==> config.mk <==
export PLATFORM = sky130hd
export DESIGN_NAME = png_stored_image_encoder
export DESIGN_NICKNAME = d
export VERILOG_FILES = /design/src/hw/rtl/pngenc_pkg.sv /design/src/hw/rtl/pngenc_front.sv /design/src/hw/rtl/pngenc_fifo.sv /design/src/hw/rtl/pngenc_back.sv /design/src/hw/rtl/png_stored_image_encoder.sv
export SDC_FILE = /design/constraint.sdc
export NUM_CORES = 1
export LEC_CHECK = 0
export BUFFER_PORTS_ARGS = -buffer_cell sky130_fd_sc_hd__buf_2
export CORE_UTILIZATION = 50
export CTS_BUF_LIST = sky130_fd_sc_hd__clkbuf_4 sky130_fd_sc_hd__clkbuf_8 sky130_fd_sc_hd__clkbuf_16
export CTS_CLUSTER_SIZE = 28
export DETAILED_ROUTE_END_ITERATION = 16
export PLACE_DENSITY = 0.66
export RECOVER_POWER = 50
export SYNTH_ARGS = -nofsm -noshare
export SYNTH_HDL_FRONTEND = slang
export SYNTH_SLANG_ARGS = --single-unit
export TNS_END_PERCENT = 50
==> constraint.sdc <==
create_clock -name i_clk -period 24.3 [get_ports i_clk]
set_input_delay 1.215 -clock i_clk [delete_from_list [all_inputs] [get_ports i_clk]]
set_output_delay 1.215 -clock i_clk [all_outputs]
set_load 0.05 [all_outputs]
==> src/hw/rtl/pngenc_pkg.sv <==
package pngenc_pkg;

    localparam logic [13:0] MAX_WIDTH        = 14'd8192;
    localparam logic [13:0] MAX_HEIGHT       = 14'd8192;
    localparam logic [15:0] STORED_BLOCK_MAX = 16'd65535;
    localparam logic [16:0] ADLER_MOD        = 17'd65521;
    localparam logic [31:0] CRC_POLY         = 32'hedb88320;
    localparam logic [31:0] CRC_INIT         = 32'hffffffff;
    localparam int          QUEUE_DEPTH      = 4;

    localparam logic REG_IMAGE_WIDTH  = 1'b0;
    localparam logic REG_IMAGE_HEIGHT = 1'b1;

    localparam logic [5:0] HEAD_LAST = 6'd42;
    localparam logic [5:0] BLK_LAST  = 6'd4;
    localparam logic [5:0] TAIL_LAST = 6'd19;

    typedef enum logic [2:0] {
        BS_NEXT,
        BS_HEAD,
        BS_BLK,
        BS_FILT,
        BS_PIX,
        BS_TAIL
    } t_bst;

    typedef struct packed {
        logic frame_start;
        logic row_start;
        logic frame_end;
    } t_cls;

    typedef struct packed {
        t_cls       cls;
        logic [7:0] pixel_byte;
    } t_item;

    function automatic logic [31:0] crc_byte(input logic [31:0] c, input logic [7:0] b);
        logic [31:0] r;
        r = c ^ {24'd0, b};
        for (int k = 0; k < 8; k++) begin
            r = r[0] ? (CRC_POLY ^ (r >> 1)) : (r >> 1);
        end
        return r;
    endfunction

endpackage

==> src/hw/rtl/pngenc_front.sv <==
module pngenc_front (
    input  logic              i_clk,
    input  logic              i_rst_n,
    input  logic              i_valid,
    output logic              o_ready,
    input  logic [7:0]        i_byte,
    input  logic              i_space,
    input  logic [14:0]       i_row_bytes,
    input  logic [13:0]       i_rows,
    output logic              o_push,
    output pngenc_pkg::t_item o_item,
    output logic              o_busy
);

    logic        r_phase, n_phase;
    logic [14:0] r_rbc, n_rbc;
    logic [12:0] r_rc, n_rc;
    logic        row_end;
    logic        frame_end;

    assign o_ready = i_space;
    assign o_push  = i_valid && i_space;
    assign o_busy  = r_phase;

    always_comb begin
        row_end   = ({1'b0, r_rbc} + 16'd1) >= {1'b0, i_row_bytes};
        frame_end = row_end && (({1'b0, r_rc} + 14'd1) >= i_rows);
        o_item.pixel_byte      = i_byte;
        o_item.cls.frame_start = !r_phase;
        o_item.cls.row_start   = (r_rbc == 15'd0);
        o_item.cls.frame_end   = frame_end;
        n_phase = r_phase;
        n_rbc   = r_rbc;
        n_rc    = r_rc;
        if (o_push) begin
            n_phase = !frame_end;
            n_rbc   = row_end ? 15'd0 : r_rbc + 15'd1;
            if (row_end) begin
                n_rc = frame_end ? 13'd0 : r_rc + 13'd1;
            end
        end
    end

    always_ff @(posedge i_clk) begin
        if (!i_rst_n) begin
            r_phase <= 1'b0;
            r_rbc   <= '0;
            r_rc    <= '0;
        end else begin
            r_phase <= n_phase;
            r_rbc   <= n_rbc;
            r_rc    <= n_rc;
        end
    end

endmodule

==> src/hw/rtl/pngenc_fifo.sv <==
module pngenc_fifo (
    input  logic              i_clk,
    input  logic              i_rst_n,
    input  logic              i_push,
    input  pngenc_pkg::t_item i_data,
    output logic              o_space,
    input  logic              i_pop,
    output logic              o_valid,
    output pngenc_pkg::t_item o_data
);

    localparam int AW = $clog2(pngenc_pkg::QUEUE_DEPTH);

    pngenc_pkg::t_item r_mem [pngenc_pkg::QUEUE_DEPTH];
    logic [AW-1:0]     r_wp;
    logic [AW-1:0]     r_rp;
    logic [AW:0]       r_cnt;
    logic              do_pop;

    assign o_space = (r_cnt != AW'(0) + (AW+1)'(pngenc_pkg::QUEUE_DEPTH));
    assign o_valid = (r_cnt != '0);
    assign o_data  = r_mem[r_rp];
    assign do_pop  = i_pop && o_valid;

    always_ff @(posedge i_clk) begin
        if (i_push && o_space) begin
            r_mem[r_wp] <= i_data;
        end
    end

    always_ff @(posedge i_clk) begin
        if (!i_rst_n) begin
            r_wp  <= '0;
            r_rp  <= '0;
            r_cnt <= '0;
        end else begin
            if (i_push && o_space) begin
                r_wp <= r_wp + AW'(1);
            end
            if (do_pop) begin
                r_rp <= r_rp + AW'(1);
            end
            r_cnt <= r_cnt + (AW+1)'(i_push && o_space) - (AW+1)'(do_pop);
        end
    end

endmodule

==> src/hw/rtl/pngenc_back.sv <==
module pngenc_back (
    input  logic              i_clk,
    input  logic              i_rst_n,
    input  logic              i_valid,
    input  pngenc_pkg::t_item i_item,
    output logic              o_pop,
    input  logic [13:0]       i_width,
    input  logic [13:0]       i_height,
    input  logic [27:0]       i_raw,
    input  logic [31:0]       i_idat,
    output logic              o_valid,
    input  logic              i_ready,
    output logic [7:0]        o_byte,
    output logic              o_last,
    output logic              o_done
);

    pngenc_pkg::t_bst r_st, n_st, start_st, cur_st;
    logic [5:0]  r_idx, n_idx;
    logic        r_filt_done;
    logic [31:0] r_crc;
    logic [15:0] r_adl, r_adh, r_blk;
    logic [27:0] r_raw;
    logic        r_ovalid, r_olast, r_odone;
    logic [7:0]  r_obyte;

    logic        adv, fire;
    logic [7:0]  byte_v;
    logic        in_crc, crc_rst, is_raw, last_v, done_v;
    logic [31:0] w32, h32, crc_out, adler;
    logic [15:0] bsize, nbsize;
    logic        bfinal;
    logic [16:0] sum_l, sum_h;
    logic [15:0] nadl, nadh;

    assign adv     = !r_ovalid || i_ready;
    assign o_valid = r_ovalid;
    assign o_byte  = r_obyte;
    assign o_last  = r_olast;
    assign o_done  = r_odone;

    always_comb begin
        if (i_item.cls.frame_start) begin
            start_st = pngenc_pkg::BS_HEAD;
        end else if (r_blk == 16'd0) begin
            start_st = pngenc_pkg::BS_BLK;
        end else if (i_item.cls.row_start) begin
            start_st = pngenc_pkg::BS_FILT;
        end else begin
            start_st = pngenc_pkg::BS_PIX;
        end
        if (r_st == pngenc_pkg::BS_NEXT) begin
            cur_st = i_valid ? start_st : pngenc_pkg::BS_NEXT;
        end else begin
            cur_st = r_st;
        end
        fire = adv && (cur_st != pngenc_pkg::BS_NEXT);
    end

    // Next state.
    always_comb begin
        n_st  = r_st;
        n_idx = r_idx;
        if (fire) begin
            n_st  = cur_st;
            n_idx = r_idx + 6'd1;
            unique case (cur_st)
                pngenc_pkg::BS_HEAD: begin
                    if (r_idx == pngenc_pkg::HEAD_LAST) begin
                        n_st  = pngenc_pkg::BS_BLK;
                        n_idx = '0;
                    end
                end
                pngenc_pkg::BS_BLK: begin
                    if (r_idx == pngenc_pkg::BLK_LAST) begin
                        n_st  = (i_item.cls.row_start && !r_filt_done) ?
                                pngenc_pkg::BS_FILT : pngenc_pkg::BS_PIX;
                        n_idx = '0;
                    end
                end
                pngenc_pkg::BS_FILT: begin
                    n_st  = (r_blk == 16'd1) ? pngenc_pkg::BS_BLK : pngenc_pkg::BS_PIX;
                    n_idx = '0;
                end
                pngenc_pkg::BS_PIX: begin
                    n_st  = i_item.cls.frame_end ? pngenc_pkg::BS_TAIL : pngenc_pkg::BS_NEXT;
                    n_idx = '0;
                end
                pngenc_pkg::BS_TAIL: begin
                    if (r_idx == pngenc_pkg::TAIL_LAST) begin
                        n_st  = pngenc_pkg::BS_NEXT;
                        n_idx = '0;
                    end
                end
                default: begin
                    n_st  = pngenc_pkg::BS_NEXT;
                    n_idx = '0;
                end
            endcase
        end
    end

    // Outputs and datapath.
    always_comb begin
        w32     = {18'd0, i_width};
        h32     = {18'd0, i_height};
        crc_out = ~r_crc;
        adler   = {r_adh, r_adl};
        bfinal  = (r_raw <= 28'(pngenc_pkg::STORED_BLOCK_MAX));
        bsize   = bfinal ? r_raw[15:0] : pngenc_pkg::STORED_BLOCK_MAX;
        nbsize  = ~bsize;
        byte_v  = 8'h00;
        in_crc  = 1'b0;
        crc_rst = 1'b0;
        is_raw  = 1'b0;
        last_v  = 1'b0;
        done_v  = 1'b0;
        unique case (cur_st)
            pngenc_pkg::BS_HEAD: begin
                unique case (r_idx)
                    6'd0:  byte_v = 8'h89;
                    6'd1:  byte_v = 8'h50;
                    6'd2:  byte_v = 8'h4e;
                    6'd3:  byte_v = 8'h47;
                    6'd4:  byte_v = 8'h0d;
                    6'd5:  byte_v = 8'h0a;
                    6'd6:  byte_v = 8'h1a;
                    6'd7:  byte_v = 8'h0a;
                    6'd11: byte_v = 8'd13;
                    6'd12: byte_v = 8'h49;
                    6'd13: byte_v = 8'h48;
                    6'd14: byte_v = 8'h44;
                    6'd15: byte_v = 8'h52;
                    6'd16: byte_v = w32[31:24];
                    6'd17: byte_v = w32[23:16];
                    6'd18: byte_v = w32[15:8];
                    6'd19: byte_v = w32[7:0];
                    6'd20: byte_v = h32[31:24];
                    6'd21: byte_v = h32[23:16];
                    6'd22: byte_v = h32[15:8];
                    6'd23: byte_v = h32[7:0];
                    6'd24: byte_v = 8'd8;
                    6'd25: byte_v = 8'd2;
                    6'd29: byte_v = crc_out[31:24];
                    6'd30: byte_v = crc_out[23:16];
                    6'd31: byte_v = crc_out[15:8];
                    6'd32: byte_v = crc_out[7:0];
                    6'd33: byte_v = i_idat[31:24];
                    6'd34: byte_v = i_idat[23:16];
                    6'd35: byte_v = i_idat[15:8];
                    6'd36: byte_v = i_idat[7:0];
                    6'd37: byte_v = 8'h49;
                    6'd38: byte_v = 8'h44;
                    6'd39: byte_v = 8'h41;
                    6'd40: byte_v = 8'h54;
                    6'd41: byte_v = 8'h78;
                    6'd42: byte_v = 8'h01;
                    default: byte_v = 8'h00;
                endcase
                in_crc  = (r_idx >= 6'd12 && r_idx <= 6'd28) || (r_idx >= 6'd37);
                crc_rst = (r_idx == 6'd12) || (r_idx == 6'd37);
            end
            pngenc_pkg::BS_BLK: begin
                unique case (r_idx)
                    6'd0:    byte_v = {7'd0, bfinal};
                    6'd1:    byte_v = bsize[7:0];
                    6'd2:    byte_v = bsize[15:8];
                    6'd3:    byte_v = nbsize[7:0];
                    default: byte_v = nbsize[15:8];
                endcase
                in_crc = 1'b1;
            end
            pngenc_pkg::BS_FILT: begin
                in_crc = 1'b1;
                is_raw = 1'b1;
            end
            pngenc_pkg::BS_PIX: begin
                byte_v = i_item.pixel_byte;
                in_crc = 1'b1;
                is_raw = 1'b1;
                last_v = !i_item.cls.frame_end;
            end
            pngenc_pkg::BS_TAIL: begin
                unique case (r_idx)
                    6'd0:  byte_v = adler[31:24];
                    6'd1:  byte_v = adler[23:16];
                    6'd2:  byte_v = adler[15:8];
                    6'd3:  byte_v = adler[7:0];
                    6'd4:  byte_v = crc_out[31:24];
                    6'd5:  byte_v = crc_out[23:16];
                    6'd6:  byte_v = crc_out[15:8];
                    6'd7:  byte_v = crc_out[7:0];
                    6'd12: byte_v = 8'h49;
                    6'd13: byte_v = 8'h45;
                    6'd14: byte_v = 8'h4e;
                    6'd15: byte_v = 8'h44;
                    6'd16: byte_v = crc_out[31:24];
                    6'd17: byte_v = crc_out[23:16];
                    6'd18: byte_v = crc_out[15:8];
                    6'd19: byte_v = crc_out[7:0];
                    default: byte_v = 8'h00;
                endcase
                in_crc  = (r_idx <= 6'd3) || (r_idx >= 6'd12 && r_idx <= 6'd15);
                crc_rst = (r_idx == 6'd12);
                last_v  = (r_idx == pngenc_pkg::TAIL_LAST);
                done_v  = last_v;
            end
            default: byte_v = 8'h00;
        endcase
        o_pop = fire && last_v;

        sum_l = {1'b0, r_adl} + {9'd0, byte_v};
        nadl  = (sum_l >= pngenc_pkg::ADLER_MOD) ? 16'(sum_l - pngenc_pkg::ADLER_MOD)
                                                 : sum_l[15:0];
        sum_h = {1'b0, r_adh} + {1'b0, nadl};
        nadh  = (sum_h >= pngenc_pkg::ADLER_MOD) ? 16'(sum_h - pngenc_pkg::ADLER_MOD)
                                                 : sum_h[15:0];
    end

    always_ff @(posedge i_clk) begin
        if (!i_rst_n) begin
            r_st        <= pngenc_pkg::BS_NEXT;
            r_idx       <= '0;
            r_filt_done <= 1'b0;
            r_ovalid    <= 1'b0;
            r_blk       <= '0;
        end else begin
            r_st  <= n_st;
            r_idx <= n_idx;
            if (fire) begin
                r_ovalid <= 1'b1;
            end else if (i_ready) begin
                r_ovalid <= 1'b0;
            end
            if (o_pop) begin
                r_filt_done <= 1'b0;
            end else if (fire && cur_st == pngenc_pkg::BS_FILT) begin
                r_filt_done <= 1'b1;
            end
            if (fire) begin
                if (cur_st == pngenc_pkg::BS_HEAD && r_idx == 6'd0) begin
                    r_blk <= '0;
                end else if (cur_st == pngenc_pkg::BS_BLK && r_idx == pngenc_pkg::BLK_LAST) begin
                    r_blk <= bsize;
                end else if (is_raw && r_blk != 16'd0) begin
                    r_blk <= r_blk - 16'd1;
                end
            end
        end
    end

    always_ff @(posedge i_clk) begin
        if (fire) begin
            r_obyte <= byte_v;
            r_olast <= last_v;
            r_odone <= done_v;
            if (in_crc) begin
                r_crc <= pngenc_pkg::crc_byte(crc_rst ? pngenc_pkg::CRC_INIT : r_crc, byte_v);
            end
            if (cur_st == pngenc_pkg::BS_HEAD && r_idx == 6'd0) begin
                r_adl <= 16'd1;
                r_adh <= 16'd0;
            end else if (is_raw) begin
                r_adl <= nadl;
                r_adh <= nadh;
            end
            if (cur_st == pngenc_pkg::BS_HEAD && r_idx == pngenc_pkg::HEAD_LAST) begin
                r_raw <= i_raw;
            end else if (is_raw && r_raw != 28'd0) begin
                r_raw <= r_raw - 28'd1;
            end
        end
    end

endmodule

==> src/hw/rtl/png_stored_image_encoder.sv <==
// Channel   Direction  Contents
// s_t*      in         tdata[7:0] = pixel_byte
// m_t*      out        tdata[7:0] = out_byte, tlast = run_last, tuser = frame_done
// APB       in/out     image_width at 0x0, image_height at 0x4
//
// One output byte leaves per cycle while m_tready holds and the queue has items; an item
// yields its pixel byte plus a row's filter byte, five bytes for a stored block header,
// 43 bytes at frame start and 20 at frame end, all produced by the back end's byte sequencer.
// A four-entry queue lets the input side keep accepting while the output stalls.
// Reset is synchronous; no clearing pass is needed.
module png_stored_image_encoder (
    input  logic        i_clk,
    input  logic        i_rst_n,
    input  logic        s_tvalid,
    output logic        s_tready,
    input  logic [7:0]  s_tdata,   // [7:0] pixel_byte
    output logic        m_tvalid,
    input  logic        m_tready,
    output logic [7:0]  m_tdata,   // [7:0] out_byte
    output logic        m_tlast,
    output logic        m_tuser,   // [0] frame_done
    input  logic        psel,
    input  logic        penable,
    input  logic        pwrite,
    input  logic [2:0]  paddr,
    input  logic [31:0] pwdata,
    output logic [31:0] prdata,
    output logic        pready
);

    logic [13:0] r_width, r_height;
    logic [13:0] w_eff, h_eff;
    logic [14:0] w3;
    logic [27:0] r_raw_tot;
    logic [13:0] r_blocks;
    logic [31:0] r_idat;
    logic [28:0] y;
    logic [16:0] rem;
    logic        busy;
    logic        space, push, pop, q_valid;
    pngenc_pkg::t_item push_item, head_item;

    assign pready = 1'b1;

    always_comb begin
        if (r_width == 14'd0) begin
            w_eff = 14'd1;
        end else if (r_width > pngenc_pkg::MAX_WIDTH) begin
            w_eff = pngenc_pkg::MAX_WIDTH;
        end else begin
            w_eff = r_width;
        end
        if (r_height == 14'd0) begin
            h_eff = 14'd1;
        end else if (r_height > pngenc_pkg::MAX_HEIGHT) begin
            h_eff = pngenc_pkg::MAX_HEIGHT;
        end else begin
            h_eff = r_height;
        end
        w3     = {w_eff, 1'b0} + {1'b0, w_eff};
        y      = {1'b0, r_raw_tot} + 29'(pngenc_pkg::STORED_BLOCK_MAX) - 29'd1;
        rem    = {1'b0, y[15:0]} + {4'd0, y[28:16]};
        prdata = (paddr[2] == pngenc_pkg::REG_IMAGE_HEIGHT) ? {18'd0, r_height}
                                                            : {18'd0, r_width};
    end

    always_ff @(posedge i_clk) begin
        if (!i_rst_n) begin
            r_width  <= 14'd1;
            r_height <= 14'd1;
        end else if (psel && penable && pwrite && !busy) begin
            if (paddr[2] == pngenc_pkg::REG_IMAGE_WIDTH) begin
                r_width <= pwdata[13:0];
            end else begin
                r_height <= pwdata[13:0];
            end
        end
    end

    always_ff @(posedge i_clk) begin
        r_raw_tot <= 28'(({1'b0, w3} + 16'd1) * h_eff);
        r_blocks  <= {1'b0, y[28:16]} + 14'(rem >= {1'b0, pngenc_pkg::STORED_BLOCK_MAX});
        r_idat    <= {4'd0, r_raw_tot} + {16'd0, r_blocks, 2'd0} + {18'd0, r_blocks} + 32'd6;
    end

    pngenc_front u_front (
        .i_clk       (i_clk),
        .i_rst_n     (i_rst_n),
        .i_valid     (s_tvalid),
        .o_ready     (s_tready),
        .i_byte      (s_tdata),
        .i_space     (space),
        .i_row_bytes (w3),
        .i_rows      (h_eff),
        .o_push      (push),
        .o_item      (push_item),
        .o_busy      (busy)
    );

    pngenc_fifo u_fifo (
        .i_clk   (i_clk),
        .i_rst_n (i_rst_n),
        .i_push  (push),
        .i_data  (push_item),
        .o_space (space),
        .i_pop   (pop),
        .o_valid (q_valid),
        .o_data  (head_item)
    );

    pngenc_back u_back (
        .i_clk    (i_clk),
        .i_rst_n  (i_rst_n),
        .i_valid  (q_valid),
        .i_item   (head_item),
        .o_pop    (pop),
        .i_width  (w_eff),
        .i_height (h_eff),
        .i_raw    (r_raw_tot),
        .i_idat   (r_idat),
        .o_valid  (m_tvalid),
        .i_ready  (m_tready),
        .o_byte   (m_tdata),
        .o_last   (m_tlast),
        .o_done   (m_tuser)
    );

endmodule

=== After elaboration in Yosys (flattened, before gate mapping) ===
Memory sizes are Yosys's and may differ from the RTL's. A register that Yosys moved wholly into a read port is not among the register bits.
Index checks and enable logic that the tools add are counted.

* Memory bits (read-only): 0
* Memories kept: 1
* Bits of input ports: 50
* Logic and storage cells: 232
* RAM bits: 44
* Flip-flop bits (word level): 266
* Bits in latches: 0

* Divide/modulo/power cells: 0
* Magnitude comparators: 13
* Multiply operators: 1
* Reduce and logical (&&, ||, !) cells: 59
* Eq/ne operators: 41
* Shifts and indexed selects: 0
* Add/subtract/negate cells: 24
* Bitwise operators: 13
* Muxes and demuxes: 56

{| class="wikitable"
|+ Memories
! name !! words !! width !! read ports !! clocked after Yosys merged registers in !! write ports !! RTL line !! source
|-
| u_fifo.r_mem || 4 || 11 || 1 || 1 || 1 || pngenc_fifo.sv:14 || <nowiki>pngenc_pkg::t_item r_mem [pngenc_pkg::QUEUE_DEPTH];</nowiki>
|}

{| class="wikitable"
|+ Operators by type and width
! operator !! count
|-
| $mux 32 || 8
|-
| $pmux 8 s29 || 1
|-
| $mux 16 || 8
|-
| $not 13->14 || 8
|-
| $pmux 8 s12 || 1
|-
| $mux 14 || 5
|-
| $eq 6x5->1 const B || 11
|-
| $eq 6x6->1 const B || 11
|-
| $pmux 8 s4 || 2
|-
| $mux 28 || 2
|-
| $ge 17x16->1 const B || 3
|-
| $mux 3 || 11
|-
| $add 15x1->16 const B || 2
|-
| $not 32->32 || 1
|-
| $sub 16x16->16 const B || 2
|-
| $xor 32x8->32 || 1
|-
| $add 30x3->31 const B || 1
|-
| $mux 31 || 1
|-
| $add 29x14->30 || 1
|-
| $eq 6x4->1 const B || 5
|-
| $add 28x16->29 || 1
|-
| $add 28x16->29 const B || 1
|-
| $sub 29x1->29 const B || 1
|-
| $gt 14x14->1 const B || 2
|-
| other kinds (57) || 117
|}

=== Longest topological paths before layout ===
* Depth after elaboration: 25
* Gate-level depth with buffers: 37
* Depth with buffers taken out: 35

=== Cells and area by module ===
A second synthesis with hierarchy kept.

* Cell total of the unflattened synthesis: 3269
* Area, all modules: 29375.7 um^2

{| class="wikitable"
|+ Modules (own cells, without submodules)
! module !! cells each !! area each (um^2) !! times used
|-
| png_stored_image_encoder || 1519 || 13412.9 || 1
|-
| pngenc_back || 1326 || 11354.6 || 1
|-
| pngenc_front || 319 || 2534.9 || 1
|-
| pngenc_fifo || 105 || 2073.2 || 1
|}

=== Worst setup path before layout ===
Ideal clock, no wire load.

* Path kind: register -> register
* From: register r_width[5]
* To: register r_raw_tot[26]
* Cell stages (with the launch flop): 37
* Period minus slack after synthesis: 9.195 ns
* Setup time: 0.127 ns
* Arrival time: 9.068 ns
* Setup slack: 15.105 ns
* Cells stage by stage: dfxtp_1 > nor3_1 > a41o_1 > nand2_1 > inv_1 > clkbuf_1 > ha_1 > fa_1 > a211o_1 > a211o_1 > a211o_1 > and3_1 > nor2_1 > nand2_1 > or4_1 > xnor2_1 > clkbuf_1 > nand2_1 > fa_1 > inv_1 > fa_1 > fa_1 > inv_1 > fa_1 > inv_1 > fa_1 > fa_1 > ha_1 > nand2_1 > inv_1 > a22o_1 > a311oi_1 > o31ai_1 > and2_1 > o41ai_1 > o21ai_0 > xor2_1

* Word-level cells in the longest chain between the ends: 6
* Elaborated cells between the ends (all ways): 7
* Classes of those cells: add/sub (2); mul (1); order compare (1); mux (2); reduce/logical (1)

{| class="wikitable"
|+ RTL lines
! item !! RTL line !! source
|-
| from (decl) || png_stored_image_encoder.sv:31 || <nowiki>logic [13:0] r_width, r_height;</nowiki>
|-
| from (signal assigned) || png_stored_image_encoder.sv:73 || <nowiki>r_width <= pwdata[13:0];</nowiki>
|-
| $gt 14x14->1 || png_stored_image_encoder.sv:48 || <nowiki>end else if (r_width > pngenc_pkg::MAX_WIDTH) begin</nowiki>
|-
| $mux 14 || png_stored_image_encoder.sv:48 ||
|-
| $mux 14 (*) || png_stored_image_encoder.sv:46 || <nowiki>if (r_width == 14'd0) begin</nowiki>
|-
| $add 15x14->15 (*) || png_stored_image_encoder.sv:60 || <nowiki>w3 = {w_eff, 1'b0} + {1'b0, w_eff};</nowiki>
|-
| $add 15x1->16 (*) || png_stored_image_encoder.sv:81 || <nowiki>r_raw_tot <= 28'(({1'b0, w3} + 16'd1) * h_eff);</nowiki>
|-
| $mul 16x14->28 (*) || png_stored_image_encoder.sv:81 ||
|-
| to (signal assigned) || png_stored_image_encoder.sv:81 ||
|-
| to (decl) || png_stored_image_encoder.sv:34 || <nowiki>logic [27:0] r_raw_tot;</nowiki>
|}

Every way passes the cells marked *; elsewhere a longest branch is shown, timed or not.
A chain may end at the register's enable or synchronous reset.

=== Final worst setup path ===
* From: register u_back.r_idx[0]
* To: register u_back.r_adh[3] (data pin)

* Word-level cells in the longest chain between the ends: 11
* Elaborated cells between the ends (all ways): 57
* Classes of those cells: add/sub (4); order compare (2); eq/ne (34); mux (7); reduce/logical (10)

{| class="wikitable"
|+ RTL lines
! item !! RTL line !! source
|-
| from (decl) || pngenc_back.sv:19 || <nowiki>logic [5:0] r_idx, n_idx;</nowiki>
|-
| from (signal assigned) || pngenc_back.sv:229 || <nowiki>r_idx <= n_idx;</nowiki>
|-
| $eq 6x6->1, or another cell as far along || pngenc_back.sv:120 || <nowiki>unique case (r_idx)</nowiki>
|-
| $reduce_or 2->1 (no source line) || - ||
|-
| $pmux 8 s29 or $pmux 8 s12 (tied branches) || pngenc_back.sv:120, pngenc_back.sv:184 ||
|-
| $pmux 8 s4 (*) || pngenc_back.sv:118 || <nowiki>unique case (cur_st)</nowiki>
|-
| net u_back.byte_v[1] || pngenc_back.sv:28 || <nowiki>logic [7:0] byte_v;</nowiki>
|-
| $add 16x8->17 (*) || pngenc_back.sv:212 || <nowiki>sum_l = {1'b0, r_adl} + {9'd0, byte_v};</nowiki>
|-
| $ge 17x16->1 (*) || pngenc_back.sv:213 || <nowiki>nadl = (sum_l >= pngenc_pkg::ADLER_MOD) ? 16'(sum_l - pngenc_pkg::ADLER_MOD)</nowiki>
|-
| $mux 16 (*) || pngenc_back.sv:213 ||
|-
| net u_back.nadl[0] || pngenc_back.sv:34 || <nowiki>logic [15:0] nadl, nadh;</nowiki>
|-
| $add 16x16->17 (*) || pngenc_back.sv:215 || <nowiki>sum_h = {1'b0, r_adh} + {1'b0, nadl};</nowiki>
|-
| $sub 16x16->16 or $ge 17x16->1 (tied branches) || pngenc_back.sv:216 || <nowiki>nadh = (sum_h >= pngenc_pkg::ADLER_MOD) ? 16'(sum_h - pngenc_pkg::ADLER_MOD)</nowiki>
|-
| $mux 16 (*) || pngenc_back.sv:216 ||
|-
| $mux 16 (*) || pngenc_back.sv:263 || <nowiki>end else if (is_raw) begin</nowiki>
|-
| to (signal assigned) || pngenc_back.sv:265 || <nowiki>r_adh <= nadh;</nowiki>
|-
| to (decl) || pngenc_back.sv:22 || <nowiki>logic [15:0] r_adl, r_adh, r_blk;</nowiki>
|}

The timed path passes the listed nets; every way through them passes the cells marked *. The select of a mux whose other input is x is not followed.

==> results by group <==
Run status
  – Status: complete, but fails checks
  – Failing checks: max-capacitance violations, max-slew violations

Power
  – Clock power frac: 0.141
  – Worst vdd ir: 0.120 mV
  – LEAKAGE: 12.9 nW
  – Sw Share: 0.461
  – Flop pwr share: 0.248
  – Gate power share: 0.611
  – Int Power: 2.25 mW
  – Sw Pwr: 1.92 mW
  – PD cells: 133 mW/mm^2

Die
  – Initial Utilization: 0.506
  – Die X-Extent: 244 microns
  – Core Footprint: 0.0577 sq mm
  – Rows: 88
  – Ports: 95
  – Die height: 244 microns
  – Die area: 0.0593 sq mm

Yosys
  – Synth cell types: 101
  – Post-synth top area share: 0.150
  – Count leader, synth: nor2_1
  – Netlist Area Pre-Place: 0.0292 sq mm
  – Cell accounting for the most synthesized area: edfxtp_1
  – Post-Syn Instances: 3262
  – Synth cell count leaders: 328 x nor2_1, 280 x nand2_1, 262 x inv_1, 225 x ha_1, 185 x xnor2_1
  – Avg Cell Area, Syn: 8.95 sq um
  – Simple-gate share of the synthesized area: 0.190
  – Synth Area in Adders: 0.221
  – Seq cells post-synth: 310
  – Seq/Total Area, Yosys: 0.263
  – Largest family of logic cells by synthesized area: adder cells
  – Ys flop type: dfxtp_1
  – Mux cell area share after synthesis: 0.0269
  – Fraction of registers with async set/reset: 0
  – Number of synthesis warnings: 0
  – XOR/XNOR Fraction of Synth Area: 0.0933
  – Synth area leaders: edfxtp_1 15%, fa_1 12%, dfxtp_1 11%
  – EDFF count, synth: 146
  – Compound-cell area share of the yosys netlist: 0.147

Clock network
  – H-tree levels: 2
  – Clk sinks: 310
  – Clock buffer depth: 3
  – Root Buffer: clkbuf_16
  – CTS tree: built
  – # resized after CTS: 0
  – Post-CTS Hold Buffers: 0
  – CTS clk-pin slew, worst paths: 0.06 ns
  – Setup Fix Bufs, Post-CTS: 0
  – CTS buffer count: 38
  – Clk Latency, worst-skew pair: 0.57 ns

Worst setup path
  – Arrival @ worst endpoint: 11.75 ns
  – CP dominant cell by count: nand3_1
  – Crit Path Category: reg -> reg
  – Crit-path max cell delay: 0.91 ns
  – Worst Path Required: 24.62 ns
  – CP max stage cell: o41ai_1
  – CP endpoint kind: flop
  – CP Max Fanout: 27
  – Startpoint Class: flop

Timing
  – Relative slew slack: -0.639
  – Crit path time final: 11.43 ns
  – Final setup violation count: 0
  – Tcrit/Tclk final: 0.470
  – FMAX: 87.5 MHz
  – Skew final: 0.0152 ns
  – RSZ-0062 raised after global routing: false
  – Hold Fails Final Rpt: 0
  – Least-Margin Pin Slew: 2.46 ns
  – TNS Setup: 0 ns
  – Max-slew violations: 92

Hold path
  – Hold Crit Class: reg -> reg

Global routing
  – Overall routing resource usage: 0.286
  – First-pass GRT wire length: 134 mm
  – Largest net degree at the start of global routing: 59
  – Antenna violations before repair: 0
  – Remaining global-route overflow: 0
  – Vias in the first global route: 24300

Routing
  – First-pass detailed-route iteration total: 6
  – Vias: 24600
  – Per-cell routed wire length: 21.1 microns
  – Vias/cell: 6.04
  – DRC: 0
  – Iteration-0 DRC Markers: 1815
  – Post-Route WL: 85.7 mm
  – Antenna Nets Post-Route: 0

Place
  – IO Port Bufs: 55
  – Dpl hpwl: 66.6 mm
  – Placed cell area: 0.0301 sq mm
  – Gpl congestion: 0.973

Layout
  – Nets: 3725
  – Layout area overhead: 7.28%
  – Share of cells above drive strength 1: 0.0609
  – Core Util, Final: 0.543
  – Final instance area: 0.0313 sq mm
  – Ant diodes: 0

Job
  – Max-cap viol count: 2
==> worst paths after layout <==
path                            depth (start not counted)  slack, ns         endpoint       startpoint
worst max-delay path                                   33      12.87  u_back.r_adh[3]  u_back.r_idx[0]
worst min-delay path                                    2       0.47  u_front.r_rc[1]  u_front.r_rc[1]
worst max register to register                         33      12.87  u_back.r_adh[3]  u_back.r_idx[0]
worst min register to register                          2       0.47  u_front.r_rc[1]  u_front.r_rc[1]
==> worst max-delay path: cells and delay by family (launching register included) <==
| family | cells | cell delay [ns] |
|---|---|---|
| DFF | 1 | 0.38 |
| adders and majority gates | 4 | 1.40 |
| buffers and inverters | 2 | 0.62 |
| AOI/OAI and AO/OA | 15 | 5.23 |
| and+or+nand+nor | 12 | 3.55 |
==> power groups by stage <==
stage / Sequential, mW / Combinational, mW / Clock, mW
after floorplan: 0.968 / 2.00 / 0
after global placement: 1.03 / 2.44 / 0
after detailed placement: 1.03 / 2.52 / 0
after CTS: 1.02 / 2.55 / 0.595
after global routing: 1.04 / 2.78 / 0.616
final: 1.03 / 2.55 / 0.586
==> per-stage QoR <==
| stage | power [mW] | worst slack, ns | instances | hold slack [ns] |
|---|---|---|---|---|
| finish | 4.17 | 12.87 | 4063 | 0.473 |
| global route | 4.44 | 12.37 | 4063 | 0.496 |
| global placement | 3.47 | 13.78 | 3993 | 0.457 |
| detailed placement | 3.55 | 13.58 | 3993 | 0.467 |
| CTS | 4.17 | 13.51 | 4063 | 0.475 |
| floorplan | 2.97 | 15.11 | 3292 | 0.443 |
==> logic make-up after synthesis <==
family          count (synthesis)
buf+inv                       423
mux                            63
other cells                     2
compound gates                626
flops                         310
xor+xnor                      294
simple gates                 1137
fa+ha+maj                     407
==> per-layer routing <==
metal / vias up / track usage / share of wire
li1: 11400 / - / -
met1: 12000 / 0.374 / 0.42
met2: 911 / 0.480 / 0.48
met3: 194 / 0.0318 / 0.063
met4: 0 / 0.118 / 0.041
met5: - / 0 / 0
==> state kept, by name (all words and copies together), names as in the netlist, 15 cells and up, named ones only <==
name	count
r_raw_tot	28
u_back.r_raw	28
u_back.r_blk	16
u_back.r_crc	32
u_front.r_rbc	15
u_back.r_adh	16
u_back.r_adl	16
u_fifo.r_mem	44
r_idat	29
==> cells in the final DEF (no fill, tap or decap), types with 90 or more instances in the layout <==
cell type,Yosys,final
inv_1,262,262
xor2_1,95,95
fa_1,182,182
nand2_1,280,279
ha_1,225,225
o21ai_0,87,90
edfxtp_1,146,146
nor2_1,328,327
a21oi_1,169,170
dfxtp_1,164,164
xnor2_1,185,185
==> cell type report <==
cell class              count  area [sq um]
clock inverters            19           224
inverters                 267          1000
fillers                  5329         26400
multi-input cells        2559         19900
flip-flops and latches    310          7670
clock buffers              51          1050
well taps                 765           957
repair buffers             92           498
Power figures use the tool's default switching activity.
